<file path="src/rtl/core/alm_clk_pkg.sv">
// Shared types, constants and helper functions for the alarm clock core.
package alm_clk_pkg;

    localparam int unsigned SECS_PER_MIN  = 60;
    localparam int unsigned MINS_PER_HOUR = 60;
    localparam int unsigned HOURS_PER_DAY = 24;

    localparam logic [15:0] MS_PER_SECOND_RST  = 16'd1000;
    localparam logic [7:0]  ALARM_DURATION_RST = 8'd5;
    localparam logic [7:0]  ELAPSED_MAX        = 8'hFF;
    localparam logic [15:0] MS_COUNT_MAX       = 16'hFFFF;

    localparam logic [4:0] HOURS_RST         = 5'd0;
    localparam logic [5:0] MINUTES_RST       = 6'd59;
    localparam logic [5:0] SECONDS_RST       = 6'd0;
    localparam logic [4:0] ALARM_HOURS_RST   = 5'd0;
    localparam logic [5:0] ALARM_MINUTES_RST = 6'd59;
    localparam logic [5:0] ALARM_SECONDS_RST = 6'd5;

    // configuration register indexes
    localparam logic CFG_MS_PER_SECOND  = 1'b0;
    localparam logic CFG_ALARM_DURATION = 1'b1;

    // button bits
    localparam int unsigned BTN_SECONDS = 0;
    localparam int unsigned BTN_MINUTES = 1;
    localparam int unsigned BTN_HOURS   = 2;

    typedef enum logic [1:0] {
        KIND_RUNNING     = 2'd0,
        KIND_TIME_EDIT   = 2'd1,
        KIND_ALARM_EDIT  = 2'd2,
        KIND_UNUSED      = 2'd3
    } report_kind_t;

    typedef enum logic [1:0] {
        FIELD_NONE    = 2'd0,
        FIELD_HOURS   = 2'd1,
        FIELD_MINUTES = 2'd2,
        FIELD_SECONDS = 2'd3
    } report_field_t;

    typedef struct packed {
        logic       settings_mode;
        logic       edit_alarm;
        logic       alarm_enable;
        logic [2:0] buttons;
        logic       ms_tick;
    } item_t;

    typedef struct packed {
        logic [3:0] seconds_ones;
        logic [2:0] seconds_tens;
        logic [3:0] minutes_ones;
        logic [2:0] minutes_tens;
        logic [3:0] hours_ones;
        logic [1:0] hours_tens;
        logic       alarm_led;
        logic       report_valid;
        logic [1:0] report_kind;
        logic [1:0] report_field;
    } result_t;

    // increment and wrap to zero at the limit, no carry out
    function automatic logic [5:0] step_wrap(input logic [5:0] v, input logic [5:0] limit);
        logic [6:0] inc;
        inc = {1'b0, v} + 7'd1;
        step_wrap = (inc >= {1'b0, limit}) ? 6'd0 : inc[5:0];
    endfunction

    // tens digit of a value below 64
    function automatic logic [2:0] tens_digit(input logic [5:0] v);
        if (v >= 6'd60)      tens_digit = 3'd6;
        else if (v >= 6'd50) tens_digit = 3'd5;
        else if (v >= 6'd40) tens_digit = 3'd4;
        else if (v >= 6'd30) tens_digit = 3'd3;
        else if (v >= 6'd20) tens_digit = 3'd2;
        else if (v >= 6'd10) tens_digit = 3'd1;
        else                 tens_digit = 3'd0;
    endfunction

    function automatic logic [3:0] ones_digit(input logic [5:0] v);
        logic [5:0] t;
        t = {3'd0, tens_digit(v)};
        ones_digit = 4'(v - 6'(t * 6'd10));
    endfunction

endpackage

</file>
<file path="src/rtl/core/alarm_clock_core.sv">
// Alarm clock core: one loop pass per input beat, one display beat out per pass.
//
// s_ channel: one beat is one pass of the control loop (ms tick, button presses,
// switch levels). m_ channel: one beat per input beat with the displayed value
// as BCD digits, the alarm LED and an optional status report in tuser.
// cfg_ port: write ms_per_second (index 0) or alarm_duration (index 1) while idle.
//
// A beat in the input register is computed and registered into the output register
// when the output can advance, then offered on m_. Throughput: one beat per cycle
// while m_tready holds; the pass is combinational logic between the input and output
// registers, and the clock state updates as the beat moves into the output register.
//
// Reset (aresetn low, synchronous) sets ms_per_second to 1000, alarm_duration to 5,
// the clock to 00:59:00, the alarm to 00:59:05 and empties both stages. A stall on
// m_tready holds the output beat; the input register still takes one more beat,
// then s_tready drops until the output drains.
module alarm_clock_core (
    input  logic        aclk,
    input  logic        aresetn,
    input  logic        s_tvalid,
    output logic        s_tready,
    // ms_tick[0], buttons[3:1], alarm_enable[4], edit_alarm[5], settings_mode[6], zero[7]
    input  logic [7:0]  s_tdata,
    output logic        m_tvalid,
    input  logic        m_tready,
    // hours_tens[1:0], hours_ones[5:2], minutes_tens[8:6], minutes_ones[12:9],
    // seconds_tens[15:13], seconds_ones[19:16], alarm_led[20], zero[23:21]
    output logic [23:0] m_tdata,
    // report_valid[0], report_kind[2:1], report_field[4:3], zero[7:5]
    output logic [7:0]  m_tuser,
    input  logic        cfg_wr_en,
    input  logic        cfg_addr,
    input  logic [15:0] cfg_wdata
);
    import alm_clk_pkg::*;

    logic        in_valid_reg, in_valid_next;
    item_t       in_item_reg;
    logic        out_valid_reg, out_valid_next;
    result_t     out_res_reg;
    logic [15:0] ms_per_second_reg;
    logic [7:0]  alarm_duration_reg;
    result_t     pass_res;
    logic        advance;
    logic        fire;
    logic        s_beat;

    assign advance  = !out_valid_reg || m_tready;
    assign fire     = in_valid_reg && advance;
    assign s_tready = !in_valid_reg || advance;
    assign s_beat   = s_tvalid && s_tready;

    always_comb begin
        in_valid_next = in_valid_reg;
        if (s_beat)
            in_valid_next = 1'b1;
        else if (fire)
            in_valid_next = 1'b0;
        out_valid_next = advance ? in_valid_reg : out_valid_reg;
    end

    always_ff @(posedge aclk) begin
        if (!aresetn) begin
            in_valid_reg       <= 1'b0;
            out_valid_reg      <= 1'b0;
            ms_per_second_reg  <= MS_PER_SECOND_RST;
            alarm_duration_reg <= ALARM_DURATION_RST;
        end else begin
            in_valid_reg  <= in_valid_next;
            out_valid_reg <= out_valid_next;
            if (cfg_wr_en) begin
                case (cfg_addr)
                    CFG_MS_PER_SECOND:  ms_per_second_reg  <= cfg_wdata;
                    CFG_ALARM_DURATION: alarm_duration_reg <= cfg_wdata[7:0];
                    default: ;
                endcase
            end
        end
    end

    always_ff @(posedge aclk) begin
        if (s_beat)
            in_item_reg <= item_t'(s_tdata[6:0]);
        if (fire)
            out_res_reg <= pass_res;
    end

    alm_clk_engine u_engine (
        .aclk           (aclk),
        .aresetn        (aresetn),
        .step           (fire),
        .item           (in_item_reg),
        .ms_per_second  (ms_per_second_reg),
        .alarm_duration (alarm_duration_reg),
        .result         (pass_res)
    );

    assign m_tvalid = out_valid_reg;
    assign m_tdata  = {3'd0, out_res_reg.alarm_led,
                       out_res_reg.seconds_ones, out_res_reg.seconds_tens,
                       out_res_reg.minutes_ones, out_res_reg.minutes_tens,
                       out_res_reg.hours_ones, out_res_reg.hours_tens};
    assign m_tuser  = {3'd0, out_res_reg.report_field, out_res_reg.report_kind,
                       out_res_reg.report_valid};

    a_out_from_in: assert property (@(posedge aclk) disable iff (!aresetn)
        advance && in_valid_reg |=> m_tvalid)
        else $error("processed beat not presented on output");

    a_no_overrun: assert property (@(posedge aclk) disable iff (!aresetn)
        in_valid_reg && !advance |=> in_valid_reg && $stable(in_item_reg))
        else $error("pending input beat lost during output stall");

    a_out_idle: assert property (@(posedge aclk) disable iff (!aresetn)
        !in_valid_reg && advance |=> !m_tvalid)
        else $error("output beat without an input beat");

endmodule

</file>
<file path="src/rtl/core/alm_clk_engine.sv">
// Clock and alarm state with the single-pass update for one loop beat.
module alm_clk_engine (
    input  logic                  aclk,
    input  logic                  aresetn,
    input  logic                  step,
    input  alm_clk_pkg::item_t    item,
    input  logic [15:0]           ms_per_second,
    input  logic [7:0]            alarm_duration,
    output alm_clk_pkg::result_t  result
);
    import alm_clk_pkg::*;

    logic [15:0] ms_count_reg, ms_count_next;
    logic [4:0]  hours_reg, hours_next;
    logic [5:0]  minutes_reg, minutes_next;
    logic [5:0]  seconds_reg, seconds_next;
    logic [4:0]  alarm_hours_reg, alarm_hours_next;
    logic [5:0]  alarm_minutes_reg, alarm_minutes_next;
    logic [5:0]  alarm_seconds_reg, alarm_seconds_next;
    logic        alarm_on_reg, alarm_on_next;
    logic [7:0]  alarm_elapsed_reg, alarm_elapsed_next;
    logic        pending_reg, pending_next;

    always_comb begin
        logic [15:0] period;
        logic        sec_tick;
        logic        edit;
        logic [5:0]  h, m, s;

        ms_count_next      = ms_count_reg;
        hours_next         = hours_reg;
        minutes_next       = minutes_reg;
        seconds_next       = seconds_reg;
        alarm_hours_next   = alarm_hours_reg;
        alarm_minutes_next = alarm_minutes_reg;
        alarm_seconds_next = alarm_seconds_reg;
        alarm_on_next      = alarm_on_reg;
        alarm_elapsed_next = alarm_elapsed_reg;
        pending_next       = pending_reg;
        result             = '0;

        // button steps, settings mode only
        edit = item.settings_mode && (item.buttons != 3'd0);
        if (edit) begin
            if (item.buttons[BTN_SECONDS]) begin
                if (item.edit_alarm)
                    alarm_seconds_next = step_wrap(alarm_seconds_reg, 6'(SECS_PER_MIN));
                else
                    seconds_next = step_wrap(seconds_reg, 6'(SECS_PER_MIN));
            end
            if (item.buttons[BTN_MINUTES]) begin
                if (item.edit_alarm)
                    alarm_minutes_next = step_wrap(alarm_minutes_reg, 6'(MINS_PER_HOUR));
                else
                    minutes_next = step_wrap(minutes_reg, 6'(MINS_PER_HOUR));
            end
            if (item.buttons[BTN_HOURS]) begin
                if (item.edit_alarm)
                    alarm_hours_next = 5'(step_wrap({1'b0, alarm_hours_reg},
                                                    6'(HOURS_PER_DAY)));
                else
                    hours_next = 5'(step_wrap({1'b0, hours_reg}, 6'(HOURS_PER_DAY)));
            end
            result.report_valid = 1'b1;
            result.report_kind  = item.edit_alarm ? KIND_ALARM_EDIT : KIND_TIME_EDIT;
            result.report_field = item.buttons[BTN_HOURS]   ? FIELD_HOURS :
                                  item.buttons[BTN_MINUTES] ? FIELD_MINUTES : FIELD_SECONDS;
        end

        // prescaler; a zero period counts as one
        period = (ms_per_second == 16'd0) ? 16'd1 : ms_per_second;
        if (item.ms_tick && ms_count_reg != MS_COUNT_MAX)
            ms_count_next = ms_count_reg + 16'd1;
        sec_tick = (ms_count_next >= period);
        if (sec_tick)
            ms_count_next = 16'd0;

        // time advance, held while the time itself is being set
        if (sec_tick && !(item.settings_mode && !item.edit_alarm)) begin
            pending_next = 1'b1;
            if (seconds_next >= 6'(SECS_PER_MIN - 1)) begin
                seconds_next = 6'd0;
                if (minutes_next >= 6'(MINS_PER_HOUR - 1)) begin
                    minutes_next = 6'd0;
                    hours_next = (hours_next >= 5'(HOURS_PER_DAY - 1)) ? 5'd0
                                                                     : hours_next + 5'd1;
                end else begin
                    minutes_next = minutes_next + 6'd1;
                end
            end else begin
                seconds_next = seconds_next + 6'd1;
            end
        end

        // alarm countdown
        if (alarm_on_reg) begin
            if (sec_tick && alarm_elapsed_reg != ELAPSED_MAX)
                alarm_elapsed_next = alarm_elapsed_reg + 8'd1;
            if (alarm_elapsed_next >= alarm_duration) begin
                alarm_on_next      = 1'b0;
                alarm_elapsed_next = 8'd0;
            end
        end

        // alarm match, may refire in the pass that just cleared it
        if (item.alarm_enable && !alarm_on_next &&
            hours_next == alarm_hours_next && minutes_next == alarm_minutes_next &&
            seconds_next == alarm_seconds_next)
            alarm_on_next = 1'b1;

        // running-time report overrides an edit report
        if (!item.settings_mode && pending_next) begin
            pending_next        = 1'b0;
            result.report_valid = 1'b1;
            result.report_kind  = KIND_RUNNING;
            result.report_field = FIELD_NONE;
        end

        if (item.settings_mode && item.edit_alarm) begin
            h = {1'b0, alarm_hours_next};
            m = alarm_minutes_next;
            s = alarm_seconds_next;
        end else begin
            h = {1'b0, hours_next};
            m = minutes_next;
            s = seconds_next;
        end
        result.hours_tens   = 2'(tens_digit(h));
        result.hours_ones   = ones_digit(h);
        result.minutes_tens = tens_digit(m);
        result.minutes_ones = ones_digit(m);
        result.seconds_tens = tens_digit(s);
        result.seconds_ones = ones_digit(s);
        result.alarm_led    = alarm_on_next;
    end

    always_ff @(posedge aclk) begin
        if (!aresetn) begin
            ms_count_reg      <= 16'd0;
            hours_reg         <= HOURS_RST;
            minutes_reg       <= MINUTES_RST;
            seconds_reg       <= SECONDS_RST;
            alarm_hours_reg   <= ALARM_HOURS_RST;
            alarm_minutes_reg <= ALARM_MINUTES_RST;
            alarm_seconds_reg <= ALARM_SECONDS_RST;
            alarm_on_reg      <= 1'b0;
            alarm_elapsed_reg <= 8'd0;
            pending_reg       <= 1'b0;
        end else if (step) begin
            ms_count_reg      <= ms_count_next;
            hours_reg         <= hours_next;
            minutes_reg       <= minutes_next;
            seconds_reg       <= seconds_next;
            alarm_hours_reg   <= alarm_hours_next;
            alarm_minutes_reg <= alarm_minutes_next;
            alarm_seconds_reg <= alarm_seconds_next;
            alarm_on_reg      <= alarm_on_next;
            alarm_elapsed_reg <= alarm_elapsed_next;
            pending_reg       <= pending_next;
        end
    end

    a_time_range: assert property (@(posedge aclk) disable iff (!aresetn)
        hours_reg < 5'(HOURS_PER_DAY) && minutes_reg < 6'(MINS_PER_HOUR) &&
        seconds_reg < 6'(SECS_PER_MIN))
        else $error("time fields out of range");

    a_alarm_range: assert property (@(posedge aclk) disable iff (!aresetn)
        alarm_hours_reg < 5'(HOURS_PER_DAY) && alarm_minutes_reg < 6'(MINS_PER_HOUR) &&
        alarm_seconds_reg < 6'(SECS_PER_MIN))
        else $error("alarm fields out of range");

    a_elapsed_idle: assert property (@(posedge aclk) disable iff (!aresetn)
        !alarm_on_reg |-> alarm_elapsed_reg == 8'd0)
        else $error("alarm elapsed count nonzero while alarm is off");

    a_pending_drain: assert property (@(posedge aclk) disable iff (!aresetn)
        step && !item.settings_mode |=> !pending_reg)
        else $error("running report left pending in run mode");

    a_led_match: assert property (@(posedge aclk) disable iff (!aresetn)
        step |-> result.alarm_led == alarm_on_next)
        else $error("alarm LED differs from alarm state");

endmodule

</file>
<file path="config.mk">
export PLATFORM = sky130hd
export DESIGN_NAME = alarm_clock_core
export DESIGN_NICKNAME = d
export VERILOG_FILES = /design/src/rtl/core/alm_clk_pkg.sv /design/src/rtl/core/alarm_clock_core.sv /design/src/rtl/core/alm_clk_engine.sv
export SDC_FILE = /design/constraint.sdc
export NUM_CORES = 1
export LEC_CHECK = 0
export ABC_CLOCK_PERIOD_IN_PS = 6230
export BUFFER_PORTS_ARGS = -buffer_cell sky130_fd_sc_hd__buf_4
export CORE_MARGIN = 1.5
export CORE_UTILIZATION = 42
export DETAILED_ROUTE_END_ITERATION = 16
export HOLD_SLACK_MARGIN = 0.1
export PLACE_DENSITY = 0.56
export SETUP_SLACK_MARGIN = 0.1
export SYNTH_ARGS = -nofsm -noshare
export SYNTH_HDL_FRONTEND = slang
export SYNTH_HIERARCHICAL = 1
export SYNTH_SLANG_ARGS = --single-unit
</file>
<file path="constraint.sdc">
create_clock -name aclk -period 6.23 [get_ports aclk]
set_input_delay 0.9345 -clock aclk [delete_from_list [all_inputs] [get_ports aclk]]
set_output_delay 0.9345 -clock aclk [all_outputs]
set_load 0.02 [all_outputs]
</file>
==> metrics.csv, run 1 <==
stage,metric,value,unit
min_path,Hold Crit Class,register to register,
clocking,H-tree levels,4,
critical_path,Worst path top cell family by delay,compound AO/OA/AOI/OAI gates,
critical_path,Worst Path Arrival,5.81,ns
pwr,worst vdd ir,0.185,mV
critical_path,CP Class,register to register,
logic_synthesis,YS warnings,6,
timing,# setup viols final,0,
final_layout,share of layout cells above drive strength 1,0.141,
detailed_routing,DRT Wirelength,22700,µm
timing,RSZ-0062 raised after global routing,yes,
timing,Fin. Hold Viols,0,
critical_path,"most used cell, CP",nand3_1,
timing,Final Slew Violations,0,
logic_synthesis,Yosys reg bits,119,
pwr,Pwr Density,227,mW/mm²
detailed_routing,Remaining DRCs,0,
detailed_routing,DRT antenna net count,0,
timing,setup TNS,0,ns
flow_run,Max Cap Viol,0,
clocking,clock tree root buffer cell,clkbuf_16,
critical_path,slowest CP cell,a2111oi_1,
grt,antenna violations before repair,0,
critical_path,crit path buf inv count,4,
grt,first-pass GRT wire length,37000,µm
logic_synthesis,post-synth top area share,0.195,
clocking,CTS tree,yes,
logic_synthesis,leading area contributor after synthesis,dfxtp_1,
grt,vias in the first global route,7330,
timing,Worst slew margin,0.348,
final_layout,max reg flops,21,
logic_synthesis,Synth top cells by count,"nand2_1 (113), nor2_1 (95), dfxtp_1 (86)",
clocking,clock sink total,119,
critical_path,CP endpoint kind,register,
place,RePlAce Congestion,0.876,
die,num ports,64,
clocking,Clock Pin Slew Worst Setup and Hold Paths,0.06,ns
grt,largest net degree at the start of global routing,76,
timing,Final period util,0.908,
place,Final HPWL DP,16000,µm
logic_synthesis,syn_area_per_cell,8.21,µm²
logic_synthesis,Synth Instances,1074,
detailed_routing,initial drt markers,540,
logic_synthesis,mapped cell area,0.00881,mm²
detailed_routing,total number of vias,7854,
grt,all-layer global routing usage,0.211,
logic_synthesis,"Seq/Total Area, Yosys",0.308,
detailed_routing,post-DR wirelength/cell,16.5,µm
clocking,Worst-Skew Late Latency,0.42,ns
timing,skew final,0.0111,ns
critical_path,CP Max Fanout,13,
timing,Period minus WS final,5.66,ns
logic_synthesis,top-count cell post-synth,nand2_1,
timing,Max Freq,0.177,GHz
logic_synthesis,library cells used by synthesis,104,
logic_synthesis,Post-synth EDFFs,33,
timing,final hold slack,0.455,ns
grt,global route total overflow,0,
final_layout,P&R area growth vs syn,12.4,%
final_layout,Layout Nets,1169,
timing,worst slew pin tran,0.976,ns
detailed_routing,Via density,5.70,
critical_path,required time of the critical path,6.38,ns
clocking,CTS Buffer Depth,2,
run_status,status,completed,
final_layout,Ant. Diodes,0,
logic_synthesis,ys flop type,dfxtp_1,
logic_synthesis,Post-synth ARST share,0,
critical_path,max incr delay on CP,0.59,ns
die,total die area,0.0219,mm²
pwr,Lkg Pwr,3.99,nW
die,core area,0.0204,mm²
place,I/O Buffers,56,
die,die extent in y,148,µm
die,DIE WIDTH,148,µm
die,row count,52,
detailed_routing,DRT Pass-1 Iters,7,
clocking,post-CTS setup buffer count,0,
logic_synthesis,Area contributors post-synth,"dfxtp_1 (20%), edfxtp_1 (11%), ha_1 (5.8%), nand2_1 (4.8%), nor2_1 (4.0%)",
die,initial core utilization,0.431,
clocking,number of buffers created by CTS,17,
critical_path,Startpoint Class,register,
-- per-stage QoR --
step	total power, mW	setup slack, ns	instance area, µm²	cells	utilization
floorplan	1.18	0.813	8830	1079	-
global route	2.36	0.0935	9910	1379	0.485
detailed placement	1.28	0.466	9300	1347	0.455
global placement	1.28	0.415	9300	1347	0.455
finish	2.25	0.573	9910	1379	0.485
CTS	2.28	0.378	9890	1379	0.484
-- cell families after synthesis --
group                    Yosys count  synth area share
buffers and inverters            135            0.0724
other                              1          0.000426
flip-flops                       119             0.308
multiplexers                      29            0.0335
XOR/XNOR                          36            0.0358
AO/OA/AOI/OAI                    308             0.250
adder cells (fa/ha/maj)           46            0.0662
AND/OR/NAND/NOR                  400             0.234
-- path summary, 6_finish.rpt --
| check | cells past startpoint | startpoint | slack (ns) | to |
|---|---|---|---|---|
| max | 26 | u_engine/ms_count_reg[6]$_SDFFE_PN0P_ | 0.57 | m_tdata[12]$_DFFE_PP_ |
| min | 2 | alarm_duration_reg[7]$_SDFFE_PN0P_ | 0.45 | alarm_duration_reg[7]$_SDFFE_PN0P_ |
| max reg2reg | 26 | u_engine/ms_count_reg[6]$_SDFFE_PN0P_ | 0.57 | m_tdata[12]$_DFFE_PP_ |
| min reg2reg | 2 | alarm_duration_reg[7]$_SDFFE_PN0P_ | 0.45 | alarm_duration_reg[7]$_SDFFE_PN0P_ |
-- metal layers --
metal | GRT usage | vias up | wire length (µm)
met2 | 0.366 | 222 | 10900
met1 | 0.267 | 3673 | 10300
met5 | 0 | - | 0
li1 | - | 3946 | -
met4 | 0.0554 | 0 | 225
met3 | 0.0441 | 13 | 1280
-- layout make-up --
| cell class | instances | area [µm²] |
|---|---|---|
| Clock inverter | 9 | 86.3 |
| Inverter | 63 | 236 |
| Clock buffer | 23 | 500 |
| Sequential cell | 119 | 2710 |
| Fill cell | 2053 | 10500 |
| Tap cell | 270 | 338 |
| Timing Repair Buffer | 70 | 526 |
| Multi-Input combinational cell | 825 | 5510 |
-- worst min-delay path, cell delays in order (launching register included) --
cell     delay, ns
dfxtp_1       0.31
nand2_1       0.05
o21ai_1       0.05
-- placed cells by master (no fill, tap or decap), types with 16 or more instances in the layout --
| cell type | netlist | final |
|---|---|---|
| nand2_1 | 113 | 113 |
| nor2_1 | 95 | 94 |
| dfxtp_1 | 86 | 86 |
| buf_4 | 16 | 70 |
| a21oi_1 | 69 | 69 |
| inv_1 | 60 | 60 |
| o21ai_0 | 44 | 43 |
| ha_1 | 41 | 41 |
| nand3_1 | 33 | 33 |
| edfxtp_1 | 33 | 33 |
| nor3_1 | 29 | 28 |
| mux2i_1 | 25 | 24 |
| xnor2_1 | 24 | 24 |
| a31oi_1 | 20 | 20 |
| clkbuf_16 | 0 | 19 |
| nand2b_1 | 19 | 19 |
| and2_1 | 17 | 17 |
| a211oi_1 | 17 | 17 |
| a22oi_1 | 16 | 16 |
-- repair_timing --
item	in CTS	in global routing
setup endpoints to repair	0	12
hold buffers	0	0
resized for setup	0	6
-- power by group --
part	switching (mW)	total (mW)	internal, mW
Combinational	0.235	0.393	0.158
Clock	0.373	0.982	0.609
Sequential	0.0376	0.878	0.840
Total	0.645	2.25	1.61
No activity file was read; power rests on OpenSTA's default activity.
==> run 2: changes to the inputs <==
CTS_BUF_LIST = sky130_fd_sc_hd__clkbuf_8   (was not set)
==> run 2 against run 1 <==
Effect of this change: global-route usage down 0.15 points; sequential cell count stayed put; combinational power about the same; final cell count did not move; sequential share of layout area up 0.47 points; non-clock buffer count unchanged; critical path depth shrank 2; critical endpoint unchanged; highest routed layer unchanged.
==> metrics.csv, run 2 (same netlist as run 1, synthesis figures left out) <==
stage,metric,value,unit
grt,global route total overflow,0,
timing,# setup viols final,0,
final_layout,P&R area growth vs syn,10.5,%
clocking,post-CTS setup buffer count,0,
grt,met2 GRT Util,0.360,
clocking,clock tree root buffer cell,clkbuf_8,
critical_path,Startpoint Class,register,
clocking,H-tree levels,4,
timing,Period minus WS final,5.54,ns
timing,skew final,0.0129,ns
die,total die area,0.0219,mm²
grt,first-pass GRT wire length,36600,µm
critical_path,Critical path origin,u_engine/ms_count_reg[6]$_SDFFE_PN0P_,
critical_path,Worst Path Arrival,5.73,ns
detailed_routing,initial drt markers,464,
place,Final HPWL DP,16000,µm
critical_path,CP Max Fanout,18,
grt,vias in the first global route,7262,
min_path,Min-Delay Path Depth,2,
pwr,Pwr Density,207,mW/mm²
die,num ports,64,
run_status,status,completed,
detailed_routing,DRT Pass-1 Iters,7,
critical_path,Reg-to-Reg Start,u_engine/ms_count_reg[6]$_SDFFE_PN0P_,
final_layout,"commonest non-fill, non-tap cell in the layout",nand2_1,
die,DIE WIDTH,148,µm
place,placed inst area,0.00930,mm²
clocking,CTS tree,yes,
pwr,Lkg Pwr,3.92,nW
timing,Final period util,0.889,
timing,setup TNS,0,ns
clocking,Clock Pin Slew Worst Setup and Hold Paths,0.07,ns
final_layout,Layout Nets,1169,
final_layout,share of layout cells above drive strength 1,0.143,
critical_path,CP Class,register to register,
detailed_routing,DRT Wirelength,22600,µm
critical_path,Worst Setup EP,m_tdata[12]$_DFFE_PP_,
timing,Max Freq,0.181,GHz
critical_path,FF-to-FF End,m_tdata[12]$_DFFE_PP_,
die,core area,0.0204,mm²
final_layout,fillers,2071,
grt,GR peak layer,met2,
clocking,CTS Buffer Depth,2,
detailed_routing,DRT antenna net count,0,
timing,RSZ-0062 raised after global routing,no,
critical_path,required time of the critical path,6.42,ns
critical_path,R2R Setup Slk,0.69,ns
detailed_routing,post-DR wirelength/cell,16.4,µm
timing,Worst slew margin,0.348,
grt,largest net degree at the start of global routing,76,
clocking,number of buffers created by CTS,17,
grt,M1 GR Usage,0.268,
die,initial core utilization,0.431,
place,I/O Buffers,56,
min_path,Hold Crit Class,register to register,
final_layout,final instance area,0.00974,mm²
final_layout,Ant. Diodes,0,
timing,worst slew pin tran,0.975,ns
critical_path,CP endpoint kind,register,
detailed_routing,Via density,5.65,
final_layout,max reg flops,21,
grt,all-layer global routing usage,0.210,
timing,Fin. Hold Viols,0,
detailed_routing,total number of vias,7793,
grt,met3 usage,0.0395,
critical_path,reg2reg path depth,24,
timing,Final Slew Violations,0,
grt,antenna violations before repair,0,
clocking,Worst-Skew Late Latency,0.45,ns
detailed_routing,Remaining DRCs,0,
pwr,worst vdd ir,0.145,mV
die,row count,52,
clocking,clock sink total,119,
place,RePlAce Congestion,0.876,
final_layout,most frequent cells in the layout,"nand2_1 (113), nor2_1 (94), dfxtp_1 (86)",
flow_run,Max Cap Viol,0,
die,die extent in y,148,µm
[run 2: cell count changes in the layout (fill, tap and decap cells not counted)]
cell / delta
clkbuf_8: +17
a21boi_1: -1
inv_1: +3
clkbuf_16: -19
a2111oi_2: +1
a21boi_2: +1
bufinv_16: +2
nor4_1: -1
a2111oi_1: -1
nor4_2: +1
clkbuf_1: -3
[run 2: final cells by class]
type,count,area [µm²],area share
well taps,270,338,0.0347
clock inverters,14,158,0.0162
flip-flops and latches,119,2710,0.279
repair buffers,70,526,0.0540
inverters,63,236,0.0243
clock buffers,18,248,0.0254
multi-input cells,825,5520,0.567
[run 2: worst min path at each step]
| stage | startpoint | endpoint | slack [ns] |
|---|---|---|---|
| after floorplan | alarm_duration_reg[3]$_SDFFE_PN0P_ | alarm_duration_reg[3]$_SDFFE_PN0P_ | 0.43 |
| after global placement | alarm_duration_reg[3]$_SDFFE_PN0P_ | alarm_duration_reg[3]$_SDFFE_PN0P_ | 0.45 |
| after detailed placement | alarm_duration_reg[7]$_SDFFE_PN0P_ | alarm_duration_reg[7]$_SDFFE_PN0P_ | 0.45 |
| after CTS | alarm_duration_reg[7]$_SDFFE_PN0P_ | alarm_duration_reg[7]$_SDFFE_PN0P_ | 0.46 |
| after global routing | alarm_duration_reg[3]$_SDFFE_PN0P_ | alarm_duration_reg[3]$_SDFFE_PN0P_ | 0.48 |
| final | alarm_duration_reg[7]$_SDFFE_PN0P_ | alarm_duration_reg[7]$_SDFFE_PN0P_ | 0.46 |
[run 2: per-layer routing]
layer / share of wire / routed length [µm] / vias to the layer above
met5: 0 / 0 / -
met4: 0.013 / 284 / 0
met3: 0.047 / 1070 / 21
met2: 0.48 / 10800 / 197
met1: 0.46 / 10500 / 3632
li1: - / - / 3943
[run 2: stage by stage]
stage | setup WS, ns | power, mW | hold slack, ns | utilization | std cells
2_1_floorplan | 0.813 | 1.18 | 0.428 | - | 1079
3_3_place_gp | 0.415 | 1.28 | 0.446 | 0.455 | 1347
3_5_place_dp | 0.466 | 1.28 | 0.448 | 0.455 | 1347
4_1_cts | 0.422 | 2.04 | 0.457 | 0.475 | 1379
5_1_grt | 0.126 | 2.12 | 0.478 | 0.477 | 1379
6_report | 0.692 | 2.01 | 0.456 | 0.477 | 1379
[run 2: worst max-delay path, stage by stage (launching register included)]
cell and delay (ns):
dfxtp_1 0.35, and4_1 0.23, nand3_1 0.17, inv_1 0.10, a21boi_2 0.19, nand4_1 0.26, nor2_1 0.29, nand3_1 0.13
xnor2_1 0.16, ha_1 0.28, nand2_1 0.05, a311oi_1 0.24, nor2_1 0.13, a221oi_2 0.18, buf_4 0.25, nand2_2 0.27
nor3b_1 0.38, o31a_1 0.37, nand2b_1 0.13, a22oi_1 0.19, o21a_1 0.19, ha_1 0.15, inv_1 0.05, fa_1 0.37
xor2_1 0.17
[run 2: repair_timing]
action / 4_1_cts / 5_1_grt
hold buffers: 0 / 0
endpoints found under the setup margin: 0 / 12
resized for setup: 0 / 9
[run 2: report_power, final]
group	internal, mW	switching (mW)	leakage [nW]
sequential	0.839	0.0376	1.01
clock	0.403	0.340	0.217
combinational	0.158	0.235	2.69
==> run 3: changes to the inputs <==
ABC_CLOCK_PERIOD_IN_PS = 7000   (was 6230)
CAP_MARGIN = 20   (was not set)
CTS_CLUSTER_DIAMETER = 60   (was not set)
clock period = 7 ns   (was 6.23 ns; I/O delays follow)
==> run 3 against run 2 <==
Effect of this change: first-iteration DRC count is 9.9% higher; utilization shrank 0.53 points; clock-buffer cell count is the same; cell area decreased by 1.1%; die area is the same; wire length shrank 1.6%; sequential share of layout area increased by 0.31 points; clock skew barely moved; non-clock buffer count decreased by 4; critical endpoint unchanged; largest power group unchanged; highest routed layer unchanged.
==> metrics.csv, run 3 (same netlist as run 1, synthesis figures left out) <==
stage,metric,value,unit
run_status,status,completed,
critical_path,Startpoint Class,register,
die,total die area,0.0219,mm²
critical_path,CP Class,register to register,
timing,Worst slew margin,0.398,
clocking,cts hold-fix bufs,0,
detailed_routing,DRT Wirelength,22200,µm
final_layout,Ant. Diodes,0,
die,core area,0.0204,mm²
timing,Period minus WS final,6.05,ns
place,Final HPWL DP,15700,µm
detailed_routing,DRT antenna net count,0,
pwr,Pwr Density,178,mW/mm²
detailed_routing,total number of vias,7728,
die,row count,52,
clocking,clock sink total,119,
grt,first-pass GRT wire length,36200,µm
place,I/O Buffers,56,
detailed_routing,Remaining DRCs,0,
clocking,CTS tree,yes,
die,die extent in y,148,µm
flow_run,Max Cap Viol,0,
final_layout,share of layout cells above drive strength 1,0.134,
clocking,post-CTS setup buffer count,0,
timing,Fin. Hold Viols,0,
final_layout,most frequent cells in the layout,"nand2_1 (113), nor2_1 (95), dfxtp_1 (86)",
critical_path,Worst path top cell family by delay,compound AO/OA/AOI/OAI gates,
critical_path,max incr delay on CP,0.67,ns
timing,RSZ-0062 raised after global routing,no,
timing,Final Slew Violations,0,
timing,Final Worst Setup Slack,0.953,ns
critical_path,Worst Path Arrival,6.23,ns
die,DIE WIDTH,148,µm
final_layout,"commonest non-fill, non-tap cell in the layout",nand2_1,
grt,antenna violations before repair,0,
pwr,Lkg Pwr,3.88,nW
critical_path,required time of the critical path,7.18,ns
clocking,clock tree root buffer cell,clkbuf_8,
place,RePlAce Congestion,0.859,
clocking,Clock Pin Slew Worst Setup and Hold Paths,0.08,ns
critical_path,CP endpoint kind,register,
critical_path,CP Max Fanout,13,
place,post-place setup slack,0.928,ns
clocking,number of buffers created by CTS,17,
die,num ports,64,
timing,setup TNS,0,ns
grt,global route total overflow,0,
critical_path,slowest CP cell,a2111oi_0,
detailed_routing,post-DR wirelength/cell,16.2,µm
final_layout,max reg flops,21,
detailed_routing,DRT Pass-1 Iters,5,
final_layout,P&R area growth vs syn,9.29,%
clocking,H-tree levels,4,
critical_path,crit path buf inv count,4,
min_path,Hold Crit Class,register to register,
clocking,CTS Buffer Depth,2,
pwr,worst vdd ir,0.119,mV
timing,# setup viols final,0,
detailed_routing,Via density,5.62,
grt,vias in the first global route,7025,
detailed_routing,initial drt markers,510,
final_layout,Layout Nets,1165,
grt,largest net degree at the start of global routing,76,
timing,worst slew pin tran,0.903,ns
timing,skew final,0.0133,ns
timing,Final period util,0.864,
clocking,Worst-Skew Late Latency,0.44,ns
die,initial core utilization,0.431,
clocking,CTS resizes,0,
timing,Max Freq,0.165,GHz
grt,all-layer global routing usage,0.206,
[run 3: layout make-up]
class	instances	area [µm²]
Clock buffer	18	248
Timing Repair Buffer	66	495
Sequential cell	119	2710
Inverter	63	236
Multi-Input combinational cell	825	5490
Clock inverter	14	113
Tap cell	270	338
Fill cell	2070	10800
[run 3: power breakdown]
part / internal, mW / switching (mW)
clock network: 0.287 / 0.300
logic: 0.138 / 0.205
registers: 0.747 / 0.0355
total: 1.17 / 0.541
[run 3: worst paths after layout]
kind / cells after the start / startpoint / slack [ns] / to
worst max register to register: 26 / u_engine/ms_count_reg[6]$_SDFFE_PN0P_ / 0.95 / m_tdata[12]$_DFFE_PP_
worst max-delay path: 26 / u_engine/ms_count_reg[6]$_SDFFE_PN0P_ / 0.95 / m_tdata[12]$_DFFE_PP_
worst min register to register: 2 / alarm_duration_reg[7]$_SDFFE_PN0P_ / 0.45 / alarm_duration_reg[7]$_SDFFE_PN0P_
worst min-delay path: 2 / alarm_duration_reg[7]$_SDFFE_PN0P_ / 0.45 / alarm_duration_reg[7]$_SDFFE_PN0P_
[run 3: metal layers]
| metal | track usage | routed length [µm] | vias to the layer above |
|---|---|---|---|
| li1 | - | - | 3933 |
| met2 | 0.350 | 10500 | 167 |
| met5 | 0 | 0 | - |
| met1 | 0.265 | 10500 | 3601 |
| met3 | 0.0373 | 866 | 27 |
| met4 | 0.0663 | 401 | 0 |
[run 3: through the flow]
| stage | area [µm²] | cells | total power, mW | utilization | hold slack, ns |
|---|---|---|---|---|---|
| 2_1_floorplan | 8830 | 1079 | 1.05 | - | 0.428 |
| 3_3_place_gp | 9270 | 1343 | 1.14 | 0.454 | 0.441 |
| 3_5_place_dp | 9270 | 1343 | 1.14 | 0.454 | 0.447 |
| 4_1_cts | 9630 | 1375 | 1.74 | 0.471 | 0.458 |
| 5_1_grt | 9630 | 1375 | 1.81 | 0.471 | 0.475 |
| 6_report | 9630 | 1375 | 1.71 | 0.471 | 0.454 |
[run 3: worst register-to-register path, delay by kind of cell, from the launching register on]
family          cells  cell delay, ns
flops               1            0.35
xor+xnor            2            0.34
buf+inv             4            0.57
compound gates      7            1.96
simple gates       10            1.76
fa+ha+maj           3            0.81
